--- config.mk ---
export PLATFORM = sky130hd
export DESIGN_NAME = path_sanitizer_splitter
export DESIGN_NICKNAME = d
export VERILOG_FILES = /design/src/rtl/core/pss_pkg.sv /design/src/rtl/core/pss_cfg.sv /design/src/rtl/core/pss_cbuf.sv /design/src/rtl/core/pss_ctrl.sv /design/src/rtl/core/path_sanitizer_splitter.sv
export SDC_FILE = /design/constraint.sdc
export NUM_CORES = 1
export LEC_CHECK = 0
export ABC_AREA = 1
export BUFFER_PORTS_ARGS = -buffer_cell sky130_fd_sc_hd__buf_4
export CAP_MARGIN = 20
export CORE_MARGIN = 4
export CORE_UTILIZATION = 25
export DETAILED_ROUTE_END_ITERATION = 6
export PLACE_DENSITY = 0.49
export SYNTH_ARGS = -nofsm -noshare
export SYNTH_HDL_FRONTEND = slang
export SYNTH_SLANG_ARGS = --single-unit
export TNS_END_PERCENT = 20
--- constraint.sdc ---
create_clock -name clk -period 3.35 [get_ports clk]
set_input_delay 0.335 -clock clk [delete_from_list [all_inputs] [get_ports clk]]
set_output_delay 0.335 -clock clk [all_outputs]
set_load 0.01 [all_outputs]
--- src/rtl/core/pss_pkg.sv ---
// Shared constants, types and codes for the path sanitizer and splitter.
`timescale 1ns / 1ps

package pss_pkg;

    localparam int PATH_LIMIT       = 128;
    localparam int NAME_LIMIT       = 32;
    localparam int MOUNTS           = 2;
    localparam int MOUNT_NAME_BYTES = 8;

    localparam int CLEN_W   = $clog2(NAME_LIMIT + 1);
    localparam int BADDR_W  = $clog2(NAME_LIMIT);
    localparam int TLEN_W   = $clog2(PATH_LIMIT + 1);
    localparam int MSEL_W   = (MOUNTS > 1) ? $clog2(MOUNTS) : 1;
    localparam int MCNT_W   = 2;
    localparam int MLEN_W   = 4;
    localparam int MNB_W    = (MOUNT_NAME_BYTES > 1) ? $clog2(MOUNT_NAME_BYTES) : 1;
    localparam int DATA_W   = 64;
    localparam int REG_COUNT = 5;
    localparam int PADDR_W  = $clog2(8 * REG_COUNT);

    localparam logic [7:0] CH_SLASH  = 8'h2F;
    localparam logic [7:0] CH_DOT    = 8'h2E;
    localparam logic [7:0] CH_BSLASH = 8'h5C;
    localparam logic [7:0] CH_SPACE  = 8'h20;
    localparam logic [7:0] CH_DEL    = 8'h7F;

    localparam logic [1:0] NO_MOUNT  = 2'd3;
    localparam logic [1:0] ROOT_IDX  = 2'b11;

    typedef enum logic [1:0] {
        STAT_OK       = 2'd0,
        STAT_ARG      = 2'd1,
        STAT_TOOBIG   = 2'd2,
        STAT_NOTFOUND = 2'd3
    } status_t;

    typedef enum logic [2:0] {
        REG_MOUNT0_NAME = 3'd0,
        REG_MOUNT0_LEN  = 3'd1,
        REG_MOUNT1_NAME = 3'd2,
        REG_MOUNT1_LEN  = 3'd3,
        REG_MOUNT_COUNT = 3'd4
    } reg_idx_t;

    typedef enum logic [3:0] {
        S_IDLE,
        S_FIN,
        S_MNT,
        S_CMP_RD,
        S_CMP_CHK,
        S_SEP,
        S_EMIT_RD,
        S_EMIT_PUT,
        S_STATUS
    } state_t;

    typedef struct packed {
        logic [MOUNTS-1:0][DATA_W-1:0] mount_name;
        logic [MOUNTS-1:0][MLEN_W-1:0] mount_len;
        logic [MCNT_W-1:0]             mount_count;
    } cfg_t;

    typedef struct packed {
        logic        valid;
        logic        is_status;
        logic [7:0]  rel_byte;
        status_t     status;
        logic [1:0]  mount_index;
        logic        last;
    } emit_t;

endpackage

--- src/rtl/core/pss_cfg.sv ---
// APB-style configuration registers holding the mount table.
`timescale 1ns / 1ps

module pss_cfg
    import pss_pkg::*;
(
    input  logic               clk,
    input  logic               rst_n,
    input  logic               psel,
    input  logic               penable,
    input  logic               pwrite,
    input  logic [PADDR_W-1:0] paddr,
    input  logic [DATA_W-1:0]  pwdata,
    output logic [DATA_W-1:0]  prdata,
    output logic               pready,
    output cfg_t               cfg
);

    logic [DATA_W-1:0] mount0_name_reg, mount1_name_reg;
    logic [MLEN_W-1:0] mount0_len_reg, mount1_len_reg;
    logic [MCNT_W-1:0] mount_count_reg;
    reg_idx_t          sel_idx;
    logic              wr_en;

    assign pready  = 1'b1;
    assign sel_idx = reg_idx_t'(paddr[PADDR_W-1:3]);
    assign wr_en   = psel && penable && pwrite;

    always_ff @(posedge clk or negedge rst_n)
    begin
        if (!rst_n)
        begin
            mount0_name_reg <= DATA_W'(64'd7630441);
            mount0_len_reg  <= MLEN_W'(3);
            mount1_name_reg <= DATA_W'(64'd25715);
            mount1_len_reg  <= MLEN_W'(2);
            mount_count_reg <= MCNT_W'(2);
        end
        else if (wr_en)
        begin
            unique case (sel_idx)
                REG_MOUNT0_NAME: mount0_name_reg <= pwdata;
                REG_MOUNT0_LEN:  mount0_len_reg  <= pwdata[MLEN_W-1:0];
                REG_MOUNT1_NAME: mount1_name_reg <= pwdata;
                REG_MOUNT1_LEN:  mount1_len_reg  <= pwdata[MLEN_W-1:0];
                REG_MOUNT_COUNT: mount_count_reg <= pwdata[MCNT_W-1:0];
                default: ;
            endcase
        end
    end

    always_comb
    begin
        unique case (sel_idx)
            REG_MOUNT0_NAME: prdata = mount0_name_reg;
            REG_MOUNT0_LEN:  prdata = DATA_W'(mount0_len_reg);
            REG_MOUNT1_NAME: prdata = mount1_name_reg;
            REG_MOUNT1_LEN:  prdata = DATA_W'(mount1_len_reg);
            REG_MOUNT_COUNT: prdata = DATA_W'(mount_count_reg);
            default:         prdata = '0;
        endcase
    end

    assign cfg.mount_name  = {mount1_name_reg, mount0_name_reg};
    assign cfg.mount_len   = {mount1_len_reg, mount0_len_reg};
    assign cfg.mount_count = mount_count_reg;

endmodule

--- src/rtl/core/pss_cbuf.sv ---
// Component buffer: one write port, one registered read port.
`timescale 1ns / 1ps

module pss_cbuf
    import pss_pkg::*;
(
    input  logic               clk,
    input  logic               wr_en,
    input  logic [BADDR_W-1:0] wr_addr,
    input  logic [7:0]         wr_data,
    input  logic [BADDR_W-1:0] rd_addr,
    output logic [7:0]         rd_data
);

    logic [7:0] mem [NAME_LIMIT];
    logic [7:0] rd_data_reg;

    always_ff @(posedge clk)
    begin
        if (wr_en)
        begin
            mem[wr_addr] <= wr_data;
        end
        rd_data_reg <= mem[rd_addr];
    end

    assign rd_data = rd_data_reg;

endmodule

--- src/rtl/core/pss_ctrl.sv ---
// Sequencer: takes path bytes, checks components, matches mounts and emits words.
`timescale 1ns / 1ps

module pss_ctrl
    import pss_pkg::*;
(
    input  logic       clk,
    input  logic       rst_n,
    input  logic       in_valid,
    output logic       in_ready,
    input  logic [7:0] path_byte,
    input  logic       end_of_path,
    input  cfg_t       cfg,
    input  logic       out_free,
    output emit_t      emit
);

    state_t              state_reg, state_next;
    logic [CLEN_W-1:0]   comp_len_reg, comp_len_next;
    logic [TLEN_W-1:0]   total_reg, total_next;
    logic                at_first_reg, at_first_next;
    logic                start_bad_reg, start_bad_next;
    status_t             first_err_reg, first_err_next;
    logic [1:0]          found_reg, found_next;
    logic                bad_reg, bad_next;
    logic                rem_started_reg, rem_started_next;
    logic                dot0_reg, dot0_next;
    logic                dot1_reg, dot1_next;
    logic                end_reg, end_next;
    logic [BADDR_W-1:0]  idx_reg, idx_next;
    logic [MSEL_W-1:0]   m_reg, m_next;

    logic                wr_en;
    logic [7:0]          rd_data;
    logic                is_slash;
    logic                skip, reject, go_mnt, go_emit;
    logic                dot_only, dot_dot;
    logic [MLEN_W-1:0]   len_raw, len_eff;
    logic [MCNT_W-1:0]   cnt_eff;
    logic                m_try, m_last;
    logic [DATA_W-1:0]   name_sel;
    logic [7:0]          name_byte;
    logic                byte_eq;
    logic                cmp_at_end, emit_at_end;
    logic                comp_end;
    state_t              done_state;
    status_t             code;

    pss_cbuf u_cbuf (
        .clk     (clk),
        .wr_en   (wr_en),
        .wr_addr (comp_len_reg[BADDR_W-1:0]),
        .wr_data (path_byte),
        .rd_addr (idx_reg),
        .rd_data (rd_data)
    );

    assign in_ready = (state_reg == S_IDLE);
    assign is_slash = (path_byte == CH_SLASH);

    // Component classification
    assign skip     = (comp_len_reg == '0) || start_bad_reg || (first_err_reg != STAT_OK);
    assign dot_only = (comp_len_reg == CLEN_W'(1)) && dot0_reg;
    assign dot_dot  = (comp_len_reg == CLEN_W'(2)) && dot0_reg && dot1_reg;
    assign reject   = (comp_len_reg == CLEN_W'(NAME_LIMIT)) || bad_reg || dot_dot;
    assign go_mnt   = !skip && !reject && !dot_only && (found_reg == NO_MOUNT);
    assign go_emit  = !skip && !reject && !dot_only && (found_reg != NO_MOUNT)
                      && (total_reg < TLEN_W'(PATH_LIMIT));

    // Mount table view for the current candidate
    assign len_raw  = cfg.mount_len[m_reg];
    assign len_eff  = (len_raw > MLEN_W'(MOUNT_NAME_BYTES)) ?
                      MLEN_W'(MOUNT_NAME_BYTES) : len_raw;
    assign cnt_eff  = (cfg.mount_count > MCNT_W'(MOUNTS)) ?
                      MCNT_W'(MOUNTS) : cfg.mount_count;
    assign m_try    = (MCNT_W'(m_reg) < cnt_eff) && (len_eff != '0)
                      && (comp_len_reg == CLEN_W'(len_eff));
    assign m_last   = (m_reg == MSEL_W'(MOUNTS - 1));
    assign name_sel = cfg.mount_name[m_reg];
    assign name_byte = name_sel[{idx_reg[MNB_W-1:0], 3'b000} +: 8];

    // Shared byte comparator
    assign byte_eq     = (rd_data == name_byte);
    assign cmp_at_end  = ((CLEN_W'(idx_reg) + CLEN_W'(1)) == CLEN_W'(len_eff));
    assign emit_at_end = ((CLEN_W'(idx_reg) + CLEN_W'(1)) == comp_len_reg);

    assign done_state = end_reg ? S_STATUS : S_IDLE;

    always_comb
    begin
        if (start_bad_reg)
        begin
            code = STAT_ARG;
        end
        else if (total_reg >= TLEN_W'(PATH_LIMIT))
        begin
            code = STAT_TOOBIG;
        end
        else
        begin
            code = first_err_reg;
        end
    end

    always_comb
    begin
        comp_end = 1'b0;
        unique case (state_reg)
            S_FIN:      comp_end = !go_mnt && !go_emit;
            S_MNT:      comp_end = !m_try && m_last;
            S_CMP_CHK:  comp_end = byte_eq ? cmp_at_end : m_last;
            S_EMIT_PUT: comp_end = out_free && emit_at_end;
            default:    comp_end = 1'b0;
        endcase
    end

    // Next state
    always_comb
    begin
        state_next = state_reg;
        unique case (state_reg)
            S_IDLE:
            begin
                if (in_valid)
                begin
                    state_next = (is_slash || end_of_path) ? S_FIN : S_IDLE;
                end
            end
            S_FIN:
            begin
                if (go_mnt)
                begin
                    state_next = S_MNT;
                end
                else if (go_emit)
                begin
                    state_next = rem_started_reg ? S_SEP : S_EMIT_RD;
                end
                else
                begin
                    state_next = done_state;
                end
            end
            S_MNT:
            begin
                if (m_try)
                begin
                    state_next = S_CMP_RD;
                end
                else if (m_last)
                begin
                    state_next = done_state;
                end
            end
            S_CMP_RD:
            begin
                state_next = S_CMP_CHK;
            end
            S_CMP_CHK:
            begin
                if (comp_end)
                begin
                    state_next = done_state;
                end
                else if (byte_eq)
                begin
                    state_next = S_CMP_RD;
                end
                else
                begin
                    state_next = S_MNT;
                end
            end
            S_SEP:
            begin
                if (out_free)
                begin
                    state_next = S_EMIT_RD;
                end
            end
            S_EMIT_RD:
            begin
                state_next = S_EMIT_PUT;
            end
            S_EMIT_PUT:
            begin
                if (out_free)
                begin
                    state_next = emit_at_end ? done_state : S_EMIT_RD;
                end
            end
            S_STATUS:
            begin
                if (out_free)
                begin
                    state_next = S_IDLE;
                end
            end
            default: state_next = S_IDLE;
        endcase
    end

    // Datapath next values
    always_comb
    begin
        comp_len_next    = comp_len_reg;
        total_next       = total_reg;
        at_first_next    = at_first_reg;
        start_bad_next   = start_bad_reg;
        first_err_next   = first_err_reg;
        found_next       = found_reg;
        bad_next         = bad_reg;
        rem_started_next = rem_started_reg;
        dot0_next        = dot0_reg;
        dot1_next        = dot1_reg;
        end_next         = end_reg;
        idx_next         = idx_reg;
        m_next           = m_reg;
        wr_en            = 1'b0;

        unique case (state_reg)
            S_IDLE:
            begin
                if (in_valid)
                begin
                    end_next      = end_of_path;
                    at_first_next = 1'b0;
                    if (at_first_reg && !is_slash)
                    begin
                        start_bad_next = 1'b1;
                    end
                    if (total_reg < TLEN_W'(PATH_LIMIT))
                    begin
                        total_next = total_reg + TLEN_W'(1);
                    end
                    if (!is_slash)
                    begin
                        if ((path_byte < CH_SPACE) || (path_byte == CH_DEL)
                            || (path_byte == CH_BSLASH))
                        begin
                            bad_next = 1'b1;
                        end
                        if (comp_len_reg < CLEN_W'(NAME_LIMIT))
                        begin
                            wr_en         = 1'b1;
                            comp_len_next = comp_len_reg + CLEN_W'(1);
                            if (comp_len_reg == CLEN_W'(0))
                            begin
                                dot0_next = (path_byte == CH_DOT);
                            end
                            if (comp_len_reg == CLEN_W'(1))
                            begin
                                dot1_next = (path_byte == CH_DOT);
                            end
                        end
                    end
                end
            end
            S_FIN:
            begin
                idx_next = '0;
                m_next   = '0;
                if (!skip)
                begin
                    priority if (comp_len_reg == CLEN_W'(NAME_LIMIT))
                    begin
                        first_err_next = STAT_TOOBIG;
                    end
                    else if (bad_reg || dot_dot)
                    begin
                        first_err_next = STAT_ARG;
                    end
                    else if (go_emit)
                    begin
                        rem_started_next = 1'b1;
                    end
                end
            end
            S_MNT:
            begin
                idx_next = '0;
                if (!m_try)
                begin
                    if (m_last)
                    begin
                        first_err_next = STAT_NOTFOUND;
                    end
                    else
                    begin
                        m_next = m_reg + MSEL_W'(1);
                    end
                end
            end
            S_CMP_CHK:
            begin
                if (byte_eq)
                begin
                    if (cmp_at_end)
                    begin
                        found_next = 2'(m_reg);
                    end
                    else
                    begin
                        idx_next = idx_reg + BADDR_W'(1);
                    end
                end
                else if (m_last)
                begin
                    first_err_next = STAT_NOTFOUND;
                end
                else
                begin
                    m_next = m_reg + MSEL_W'(1);
                end
            end
            S_EMIT_PUT:
            begin
                if (out_free && !emit_at_end)
                begin
                    idx_next = idx_reg + BADDR_W'(1);
                end
            end
            S_STATUS:
            begin
                if (out_free)
                begin
                    total_next       = '0;
                    at_first_next    = 1'b1;
                    start_bad_next   = 1'b0;
                    first_err_next   = STAT_OK;
                    found_next       = NO_MOUNT;
                    rem_started_next = 1'b0;
                end
            end
            default: ;
        endcase

        // Drop the finished component
        if (comp_end)
        begin
            comp_len_next = '0;
            bad_next      = 1'b0;
            dot0_next     = 1'b0;
            dot1_next     = 1'b0;
        end
    end

    // Result words
    always_comb
    begin
        emit = '0;
        unique case (state_reg)
            S_SEP:
            begin
                emit.valid    = 1'b1;
                emit.rel_byte = CH_SLASH;
            end
            S_EMIT_PUT:
            begin
                emit.valid    = 1'b1;
                emit.rel_byte = rd_data;
                emit.last     = emit_at_end && !end_reg;
            end
            S_STATUS:
            begin
                emit.valid       = 1'b1;
                emit.is_status   = 1'b1;
                emit.status      = code;
                emit.mount_index = ((code == STAT_OK) && (found_reg != NO_MOUNT)) ?
                                   found_reg : ROOT_IDX;
                emit.last        = 1'b1;
            end
            default: emit = '0;
        endcase
    end

    always_ff @(posedge clk or negedge rst_n)
    begin
        if (!rst_n)
        begin
            state_reg       <= S_IDLE;
            comp_len_reg    <= '0;
            total_reg       <= '0;
            at_first_reg    <= 1'b1;
            start_bad_reg   <= 1'b0;
            first_err_reg   <= STAT_OK;
            found_reg       <= NO_MOUNT;
            bad_reg         <= 1'b0;
            rem_started_reg <= 1'b0;
            dot0_reg        <= 1'b0;
            dot1_reg        <= 1'b0;
            end_reg         <= 1'b0;
            idx_reg         <= '0;
            m_reg           <= '0;
        end
        else
        begin
            state_reg       <= state_next;
            comp_len_reg    <= comp_len_next;
            total_reg       <= total_next;
            at_first_reg    <= at_first_next;
            start_bad_reg   <= start_bad_next;
            first_err_reg   <= first_err_next;
            found_reg       <= found_next;
            bad_reg         <= bad_next;
            rem_started_reg <= rem_started_next;
            dot0_reg        <= dot0_next;
            dot1_reg        <= dot1_next;
            end_reg         <= end_next;
            idx_reg         <= idx_next;
            m_reg           <= m_next;
        end
    end

`ifndef ASSERT_OFF
    a_comp_len_bound: assert property (@(posedge clk) disable iff (!rst_n)
        comp_len_reg <= CLEN_W'(NAME_LIMIT))
        else $error("component length beyond limit");

    a_total_bound: assert property (@(posedge clk) disable iff (!rst_n)
        total_reg <= TLEN_W'(PATH_LIMIT))
        else $error("path length beyond limit");

    a_emit_clean: assert property (@(posedge clk) disable iff (!rst_n)
        (state_reg == S_EMIT_PUT) |-> (first_err_reg == STAT_OK && !start_bad_reg))
        else $error("remainder byte emitted after an error");

    a_status_clears: assert property (@(posedge clk) disable iff (!rst_n)
        (emit.valid && emit.is_status && out_free) |=>
        (at_first_reg && comp_len_reg == '0 && state_reg == S_IDLE))
        else $error("path state not cleared after status");
`endif

endmodule

--- src/rtl/core/path_sanitizer_splitter.sv ---
// Path sanitizer and splitter top level: config port, sequencer, output register.
// A byte inside a component is only taken and stored; a byte that ends a component is followed
// by the check: a finish step, then where needed either a mount match, candidate by candidate over the
// single byte comparator, or the emitted bytes (buffer read then load), each later component led by a '/' word.
// End of path adds the status word. Results leave through one output register.
// rst_n clears all path state and loads the default mount table; the buffer is not cleared.
`timescale 1ns / 1ps

module path_sanitizer_splitter
    import pss_pkg::*;
(
    input  logic               clk,
    input  logic               rst_n,
    input  logic               psel,
    input  logic               penable,
    input  logic               pwrite,
    input  logic [PADDR_W-1:0] paddr,
    input  logic [DATA_W-1:0]  pwdata,
    output logic [DATA_W-1:0]  prdata,
    output logic               pready,
    input  logic               in_valid,
    output logic               in_ready,
    input  logic [7:0]         path_byte,
    input  logic               end_of_path,
    output logic               out_valid,
    input  logic               out_ready,
    output logic               is_status,
    output logic [7:0]         rel_byte,
    output logic [1:0]         status,
    output logic signed [1:0]  mount_index,
    output logic               last
);

    cfg_t  cfg;
    emit_t emit;
    logic  out_free;

    logic        out_valid_reg;
    logic        is_status_reg;
    logic [7:0]  rel_byte_reg;
    logic [1:0]  status_reg;
    logic [1:0]  mount_index_reg;
    logic        last_reg;

    pss_cfg u_cfg (
        .clk     (clk),
        .rst_n   (rst_n),
        .psel    (psel),
        .penable (penable),
        .pwrite  (pwrite),
        .paddr   (paddr),
        .pwdata  (pwdata),
        .prdata  (prdata),
        .pready  (pready),
        .cfg     (cfg)
    );

    pss_ctrl u_ctrl (
        .clk         (clk),
        .rst_n       (rst_n),
        .in_valid    (in_valid),
        .in_ready    (in_ready),
        .path_byte   (path_byte),
        .end_of_path (end_of_path),
        .cfg         (cfg),
        .out_free    (out_free),
        .emit        (emit)
    );

    // Load a new word when the register is empty or being drained
    assign out_free = !out_valid_reg || out_ready;

    always_ff @(posedge clk or negedge rst_n)
    begin
        if (!rst_n)
        begin
            out_valid_reg <= 1'b0;
        end
        else if (out_free)
        begin
            out_valid_reg <= emit.valid;
        end
    end

    always_ff @(posedge clk)
    begin
        if (out_free && emit.valid)
        begin
            is_status_reg   <= emit.is_status;
            rel_byte_reg    <= emit.rel_byte;
            status_reg      <= emit.status;
            mount_index_reg <= emit.mount_index;
            last_reg        <= emit.last;
        end
    end

    assign out_valid   = out_valid_reg;
    assign is_status   = is_status_reg;
    assign rel_byte    = rel_byte_reg;
    assign status      = status_reg;
    assign mount_index = $signed(mount_index_reg);
    assign last        = last_reg;

endmodule

## Word level (Yosys, flattened, before mapping)

Memories as Yosys holds them, arrays and structs flattened. A register that Yosys moved wholly into a read port is not among the register bits.
Index checks and enable logic that the tools add are counted.

- Register bits after elaboration: 188
- Memory bits (writable): 256
- Output and inout bits: 81
- Logic and storage cells: 257
- Memories: 1

Memories:

| name | words | width | rd ports | clocked after memory_dff | write ports | line | text |
|---|---|---|---|---|---|---|---|
| u_ctrl.u_cbuf.mem | 32 | 8 | 1 | 1 | 1 | pss_cbuf.sv:15 | `logic [7:0] mem [NAME_LIMIT];` |

- Add/sub/neg operators: 5
- $lt $le $gt $ge: 8
- Equality and inequality tests: 44
- Shift-type cells: 1
- Multiplexer cells: 95
- Reductions and logical operators: 78

Operators by type and width:

| cell | count |
|---|---|
| case mux 64 bit (5 select lines) | 1 |
| two-way mux 64 bit | 2 |
| variable part select 64 x 7 -> 8 bit | 1 |
| two-way mux 4 bit | 14 |
| two-way mux 1 bit | 40 |
| case mux 4 bit (9 select lines) | 1 |
| case mux 8 bit (2 select lines) | 2 |
| two-way mux 2 bit | 15 |
| two-way mux 6 bit | 5 |
| two-way mux 8 bit | 3 |
| != test 2 bit, second input constant | 12 |
| AND reduction 4 bit | 6 |
| logical AND 1 bit | 20 |
| nonzero test 2 bit | 10 |
| equality test 4 x 3 -> 1 bit, second input constant | 4 |
| equality test 8 x 6 -> 1 bit, second input constant | 2 |
| equality test 8 x 7 -> 1 bit, second input constant | 2 |
| two-way mux 5 bit | 3 |
| case mux 5 bit (3 select lines) | 1 |
| AND reduction 5 bit | 3 |
| equality test 6 x 4 -> 1 bit | 2 |
| != test 2 x 1 -> 1 bit, second input constant | 6 |
| AND reduction 2 bit | 6 |
| AND reduction 6 bit | 2 |
| other kinds (42) | 68 |

## Longest topological paths before layout

Gate-level depths: netlist of the first run.

- Word-level depth: 14
- Gate-level depth with buffers: 20
- Gate-level depth less buffers: 19

## By module

From an unflattened synthesis of the first run, not the netlist that was laid out.

- Cell total of the unflattened synthesis: 2472
- Area total of the unflattened synthesis: 21718.3 µm²

Modules (own cells, without submodules):

| module | instances | cells an instance | area an instance (µm²) |
|---|---|---|---|
| pss_cbuf | 1 | 922 | 10786.6 |
| pss_cfg | 1 | 762 | 6160.9 |
| pss_ctrl | 1 | 768 | 4305.4 |
| path_sanitizer_splitter | 1 | 20 | 465.4 |

## Worst setup path before layout of the first run

No wires, ideal clock.

- Path kind: reg-to-reg
- From: reg u_ctrl.state_reg[1]
- To: mem u_ctrl.u_cbuf.mem[26][0] (enable)
- Library setup time: 370 ps
- Arrival: 2185 ps
- Data required time: 2980 ps
- Slack: 795 ps
- Stages on the path, launching flop included: 12
- Period minus slack after synthesis: 2555 ps
- Cells stage by stage: dfrtp_1 buf_6 nor2_2 inv_2 nor2_2 inv_1 nor2_2 inv_1 nor3_1 buf_2 nand2_1 nor2_1

- Cells in the longest elaborated chain, start to end: 4

Ends and longest elaborated chain:

| item | line | text |
|---|---|---|
| start, declared | pss_ctrl.sv:18 | `state_t state_reg, state_next;` |
| start signal, assigned | pss_ctrl.sv:398 | `state_reg <= state_next;` |
| zero test 4 bit | - |  |
| net in_ready | path_sanitizer_splitter.sv:22 | `output logic in_ready,` |
| two-way mux 1 bit | pss_ctrl.sv:221 | `unique case (state_reg)` |
| two-way mux 1 bit | pss_cbuf.sv:20 | `if (wr_en)` |
| two-way mux 1 bit (not written as such) | pss_cbuf.sv:22 | `mem[wr_addr] <= wr_data;` |
| end, declared | pss_cbuf.sv:15 |  |

The timed path passes the listed nets, and every way through them passes these cells.

## Final worst setup path of the first run

- From: reg u_ctrl.state_reg[1]
- To: mem u_ctrl.u_cbuf.mem[22][2] (enable)

- Cells in the longest elaborated chain, start to end: 4

Ends and longest elaborated chain:

| item | line |
|---|---|
| zero test 4 bit | pss_ctrl.sv:221 |
| two-way mux 1 bit | pss_ctrl.sv:221 |
| two-way mux 1 bit | pss_cbuf.sv:20 |
| two-way mux 1 bit (not written as such) | pss_cbuf.sv:22 |

No other way between the ends.

==> results of run 1 <==
==> per-layer routing <==
metal / vias to the layer above / wire length (microns) / track usage, %
li1: 7758 / - / -
met3: 71 / 3790 / 2.34
met1: 8004 / 29300 / 20.1
met2: 454 / 30600 / 24.4
met5: - / 0 / 0
met4: 0 / 1070 / 3.35
==> area by class of cell <==
class / instances / area share, %
Tap cell: 1060 / 5.20
Clock inverter: 21 / 0.731
Sequential cell: 452 / 49.6
Inverter: 227 / 3.36
Multi-Input combinational cell: 1313 / 25.2
Timing Repair Buffer: 299 / 9.96
Clock buffer: 75 / 5.86
==> where the power goes <==
group	leakage (nW)	internal, mW	switching (mW)	total [mW]
clock	0.833	3.32	2.29	5.61
sequential	4.45	6.69	0.334	7.03
combinational	5.04	1.50	3.04	4.54
total	10.3	11.5	5.67	17.2
==> worst paths after layout <==
kind                                     startpoint                         to  slack, ns  cells past startpoint
worst max register to register  u_ctrl.state_reg[1]   u_ctrl.u_cbuf.mem[22][2]       0.43                     11
worst min-delay path                       in_valid             u_ctrl.bad_reg       0.04                      3
min in group asynchronous                     rst_n  u_cfg.mount0_name_reg[35]       0.40                      2
max in group asynchronous                     rst_n  u_cfg.mount0_name_reg[21]       2.01                      3
worst min register to register       u_ctrl.end_reg        u_ctrl.state_reg[3]       0.47                      2
worst max-delay path            u_ctrl.state_reg[1]   u_ctrl.u_cbuf.mem[22][2]       0.43                     11
==> critical path, cell delays in order (launching register included) <==
cell and delay [ns]:
dfrtp_1 0.47, nor2_2 0.16, inv_2 0.08, nor2_2 0.18
inv_1 0.11, nor2_2 0.23, inv_1 0.13, nor3_1 0.19
buf_4 0.21, nand2_1 0.39, nor2_1 0.25, buf_4 0.22
==> through the flow <==
step	power, mW	instance area, sq um	std cells	utilization [%]
CTS	17.4	25500	3447	31.5
floorplan	9.93	20500	2122	-
detailed placement	11.6	23200	3284	28.6
finish	17.2	25500	3447	31.5
global route	18.2	25500	3447	31.5
global placement	11.6	23200	3284	28.6
==> repair_timing <==
action | in CTS | in global routing
endpoints found under the hold margin | 195 | 0
buffers inserted | 0 | 0
gates resized for setup | 0 | 0
hold buffers | 67 | 0
==> cells in the mapped netlist, types with 24 or more instances <==
cell type | count | area (sq um)
o221ai_1 | 49 | 429
clkbuf_1 | 87 | 327
nand2_1 | 303 | 1140
inv_1 | 216 | 811
dfrtp_1 | 146 | 3650
o21ai_0 | 235 | 1180
nor2_1 | 293 | 1100
nand3_1 | 143 | 716
dfstp_2 | 28 | 736
edfxtp_1 | 270 | 8110
o211ai_1 | 24 | 180
o22ai_1 | 80 | 500
a21oi_1 | 82 | 410
==> cell families (layout without fill, tap and decap cells) <==
family | after synthesis | after routing | share of synthesized area, %
buffers and inverters | 357 | 622 | 6.96
AO/OA/AOI/OAI | 508 | 508 | 14.4
XOR/XNOR | 14 | 14 | 0.598
flip-flops | 452 | 452 | 61.7
AND/OR/NAND/NOR | 782 | 782 | 15.8
other | 1 | 1 | 0.0183
adder cells (fa/ha/maj) | 7 | 7 | 0.427
multiplexers | 1 | 1 | 0.0488
==> qor.csv, run 1 <==
stage;metric;value;unit
route;DR WL/cell;18.8;microns
die;# IOs;167;
placement;dpl ws;0.399;ns
route;DR DRC count;0;
finish;share of layout cells above drive strength 1;15.4;%
pwr;Worst VDD drop;0.353;mV
run_status;status;finished clean;
finish;fill count;8312;
synth;async set or reset register ratio after synthesis;38.5;%
route;Via Count;16300;
worst_hold_path;HP Class;in -> reg;
route;Final Routed Wirelength;64.8;mm
finish;Area Growth Syn to Fin;24.4;%
global_routing;GRT Residual Overflow;0;
timing;Fin Setup TNS;0;ns
critical_path;worst-path maximum fanout;11;
synth;Syn Nets;2215;
timing;final hold violations;0;
die;Initial Util;25.3;%
route;Final ANT Viol Nets;0;
cts;clock latency on the worst-skew pair;0.60;ns
placement;IO Port Bufs;162;
run;Max-Cap Viols;0;
critical_path;CP Capture Type;flop;
die;die width;294;microns
timing;fin worst setup slack;0.431;ns
cts;clk sink count;452;
die;placement row count;104;
finish;NumNets Final;2438;
timing;fmax;343;MHz
global_routing;number of global-route vias before repair;16300;
global_routing;largest net degree at the start of global routing;129;
finish;commonest non-fill, non-tap cells in the layout;nand2_1 (301), nor2_1 (292), edfxtp_1 (270);
finish;most common cell after layout, fill and taps aside;nand2_1;
synth;Synth cell types;47;
finish;multi-input gate area in the final layout;0.00644;sq mm
critical_path;kind of critical path;reg -> reg;
critical_path;Worst Setup Start Kind;flop;
cts;CTS root buffer;clkbuf_16;
global_routing;first-pass GRT wire length;99.0;mm
synth;syn avg cell area;9.66;sq um
finish;max FFs per register;256;
die;core box area;0.0809;sq mm
global_routing;initial antenna violation count;1;
route;drt pass-1 iters;5;
critical_path;CP required;3.64;ns
cts;CTS Buf Count;52;
finish;register area;0.0127;sq mm
finish;diode count;0;
timing;final period utilization;87.1;%
placement;routability cong.;0.866;
cts;H-tree Lvls;2;
timing;Slew @ Worst Pin;0.859;ns
timing;Tmin final;2.92;ns
synth;prevailing post-synth register cell;edfxtp_1;
synth;Seq/Total Area, Yosys;61.7;%
route;initial DRC count;1262;
synth;Yosys reg bits;452;
die;die height;294;microns
cts;CTS tree;yes;
global_routing;GRT Total Usage;14.6;%
cts;clock slew at reported path FFs;0.06;ns
timing;clock skew after layout;0.0167;ns
placement;dpl hpwl;41.1;mm
cts;maximum root-to-sink buffer count;3;
critical_path;WP data arrival;3.21;ns
timing;Slew Limit Fails;0;
synth;mapped cell area;0.0205;sq mm
pwr;Leak Pwr;10.3;nW
timing;slew margin rel.;42.7;%
synth;Post-Syn Instances;2122;
timing;worst hold slack;0.0382;ns
pwr;power per standard cell area;673;mW/mm^2
timing;RSZ-0062 raised after global routing;no;
synth;Post-synth EDFFs;270;
synth;Syn. warnings;0;
die;Die ar.;0.0867;sq mm
route;vias per cell;4.72;
timing;# setup viols final;0;
Note: power is estimated with default switching activity, not from simulation.
==> run 2: changes to the inputs <==
--- a/config.mk
+++ b/config.mk
@@ -6,12 +6,12 @@
 export NUM_CORES = 1
 export LEC_CHECK = 0
 export ABC_AREA = 1
-export BUFFER_PORTS_ARGS = -buffer_cell sky130_fd_sc_hd__buf_4
 export CAP_MARGIN = 20
 export CORE_MARGIN = 4
 export CORE_UTILIZATION = 25
 export DETAILED_ROUTE_END_ITERATION = 6
-export PLACE_DENSITY = 0.49
+export DONT_BUFFER_PORTS = 1
+export PLACE_DENSITY = 0.47
 export SYNTH_ARGS = -nofsm -noshare
 export SYNTH_HDL_FRONTEND = slang
 export SYNTH_SLANG_ARGS = --single-unit
==> run 2 against run 1 <==
Compared with the run above:
- worst hold slack worse by 0.61 ns
- worst setup slack worse by 0.013 ns
- sequential power up 0.6%
- die area unchanged
- clock-buffer cell count up 10
- critical path depth up 4
- utilization down 1.3 points
- clock power up 2%
- the flow now finishes with violations (negative hold slack)
- sequential cell count unchanged
- register-to-register slack about the same
- global-route usage down 0.090 points
- wire length down 0.54%
==> qor.csv, run 2 (same netlist as run 1, synthesis figures left out) <==
stage;metric;value;unit
run;Max-Cap Viols;0;
worst_hold_path;HP Class;in -> async;
placement;IO Port Bufs;0;
timing;# setup viols final;0;
global_routing;number of global-route vias before repair;15400;
die;Die ar.;0.0867;sq mm
run_status;status;finished, violations left;
critical_path;CP bufs+invs;2;
critical_path;CP dominant cell by count;nand3_1;
critical_path;Critical Path Max Stage Delay;0.50;ns
critical_path;CP required;3.86;ns
route;vias per cell;4.76;
timing;final period utilization;87.5;%
cts;hold_buf cts;74;
global_routing;GRT Residual Overflow;0;
pwr;power per standard cell area;699;mW/mm^2
timing;Slew Limit Fails;0;
placement;routability cong.;0.881;
critical_path;CP delay by family, top;simple AND/OR/NAND/NOR gates;
cts;clock latency on the worst-skew pair;0.60;ns
timing;fin worst setup slack;0.418;ns
critical_path;critical path depth in cells;15;
timing;final hold violations;174;
route;Final Routed Wirelength;64.5;mm
finish;NumNets Final;2282;
route;Final ANT Viol Nets;0;
critical_path;Worst Setup SP;u_ctrl.m_last;
route;Via Count;15700;
cts;maximum root-to-sink buffer count;3;
critical_path;kind of critical path;reg -> reg;
critical_path;Worst Setup Start Kind;flop;
critical_path;worst-case reg-to-reg path depth;15;
timing;Tmin final;2.93;ns
cts;CTS tree;yes;
route;drt pass-1 iters;5;
critical_path;cells along the critical path;inv_2 > buf_4 > nand2_1 > nand3_1 > nand3_1 > nand3_1 > nand3_1 > nand2_1 > nand2_1 > nor2_1 > nand2_1 > nand2_2 > and2_1 > nand3_1 > o21ai_1;
cts;H-tree Lvls;2;
route;DR WL/cell;19.6;microns
route;initial DRC count;1078;
global_routing;largest net degree at the start of global routing;175;
die;Initial Util;25.3;%
finish;max FFs per register;256;
cts;CTS root buffer;clkbuf_16;
route;DR DRC count;0;
pwr;Worst VDD drop;0.420;mV
finish;Layout Utilization;30.2;%
timing;Slew @ Worst Pin;0.993;ns
timing;worst hold slack;-0.571;ns
global_routing;first-pass GRT wire length;97.0;mm
timing;fmax;341;MHz
critical_path;WP data arrival;3.44;ns
critical_path;CP Capture Type;flop;
finish;share of layout cells above drive strength 1;9.54;%
timing;slew margin rel.;33.8;%
die;placement row count;104;
cts;CTS Buf Count;53;
cts;clock slew at reported path FFs;0.06;ns
finish;Area Growth Syn to Fin;19.1;%
critical_path;worst r2r src;u_ctrl.m_last;
finish;most common cell after layout, fill and taps aside;nand2_1;
die;core box area;0.0809;sq mm
finish;commonest non-fill, non-tap cells in the layout;nand2_1 (301), nor2_1 (292), edfxtp_1 (270);
critical_path;Slowest cell on crit path;dfrtp_4;
die;# IOs;167;
cts;clk sink count;452;
timing;Fin Setup TNS;0;ns
pwr;Leak Pwr;9.58;nW
placement;dpl hpwl;39.9;mm
timing;clock skew after layout;0.0242;ns
die;die height;294;microns
run_status;failing checks;negative hold slack;
timing;RSZ-0062 raised after global routing;no;
die;die width;294;microns
global_routing;initial antenna violation count;1;
critical_path;worst-path maximum fanout;19;
global_routing;GRT Total Usage;14.5;%
placement;dpl ws;0.411;ns
-- run 2: through the flow --
stage	std cells	power (mW)	hold WS, ns	cell area [sq um]
after global placement	3120	11.3	0.0443	21900
after global routing	3293	18.1	-0.598	24400
after detailed placement	3120	11.3	0.0435	21900
after CTS	3293	17.3	-0.611	24400
final	3294	17.1	-0.571	24400
after floorplan	2122	9.93	0.0394	20500
-- run 2: where the power goes --
part / internal (mW) / switching, mW / total [mW]
Sequential: 6.69 / 0.378 / 7.07
Combinational: 1.33 / 2.95 / 4.28
Clock: 3.42 / 2.31 / 5.73
Total: 11.4 / 5.63 / 17.1
-- run 2: layout make-up --
cell class | instances | area [sq um]
Antenna cell | 1 | 2.50
Clock buffer | 85 | 1600
Clock inverter | 14 | 136
Fill cell | 8424 | 56500
Inverter | 227 | 857
Multi-Input combinational cell | 1313 | 6440
Sequential cell | 452 | 12700
Tap cell | 1060 | 1330
Timing Repair Buffer | 142 | 1390
-- run 2: path summary, 6_finish.rpt --
| check | to | slack (ns) |
|---|---|---|
| worst max-delay path | u_ctrl.idx_reg[0] | 0.42 |
| min in group clk | u_ctrl.u_cbuf.mem[14][3] | 0.04 |
| max in group asynchronous | u_ctrl.at_first_reg | 3.59 |
| worst max register to register | u_ctrl.idx_reg[0] | 0.42 |
| worst min-delay path | u_cfg.mount0_name_reg[36] | -0.57 |
| worst min register to register | u_ctrl.found_reg[1] | 0.48 |
-- run 2: per-layer routing --
| layer | vias up | wire length [microns] | track usage (%) |
|---|---|---|---|
| li1 | 7455 | - | - |
| met1 | 7665 | 28700 | 19.8 |
| met2 | 467 | 29700 | 23.7 |
| met3 | 95 | 4510 | 2.90 |
| met4 | 0 | 1580 | 3.85 |
| met5 | - | 0 | 0 |
-- run 2: timing repair --
item / 4_1_cts / 5_1_grt
endpoints found under the hold margin: 570 / 174
setup buffers: 0 / 0
endpoints found under the setup margin: 0 / 0
gates resized for setup: 0 / 0
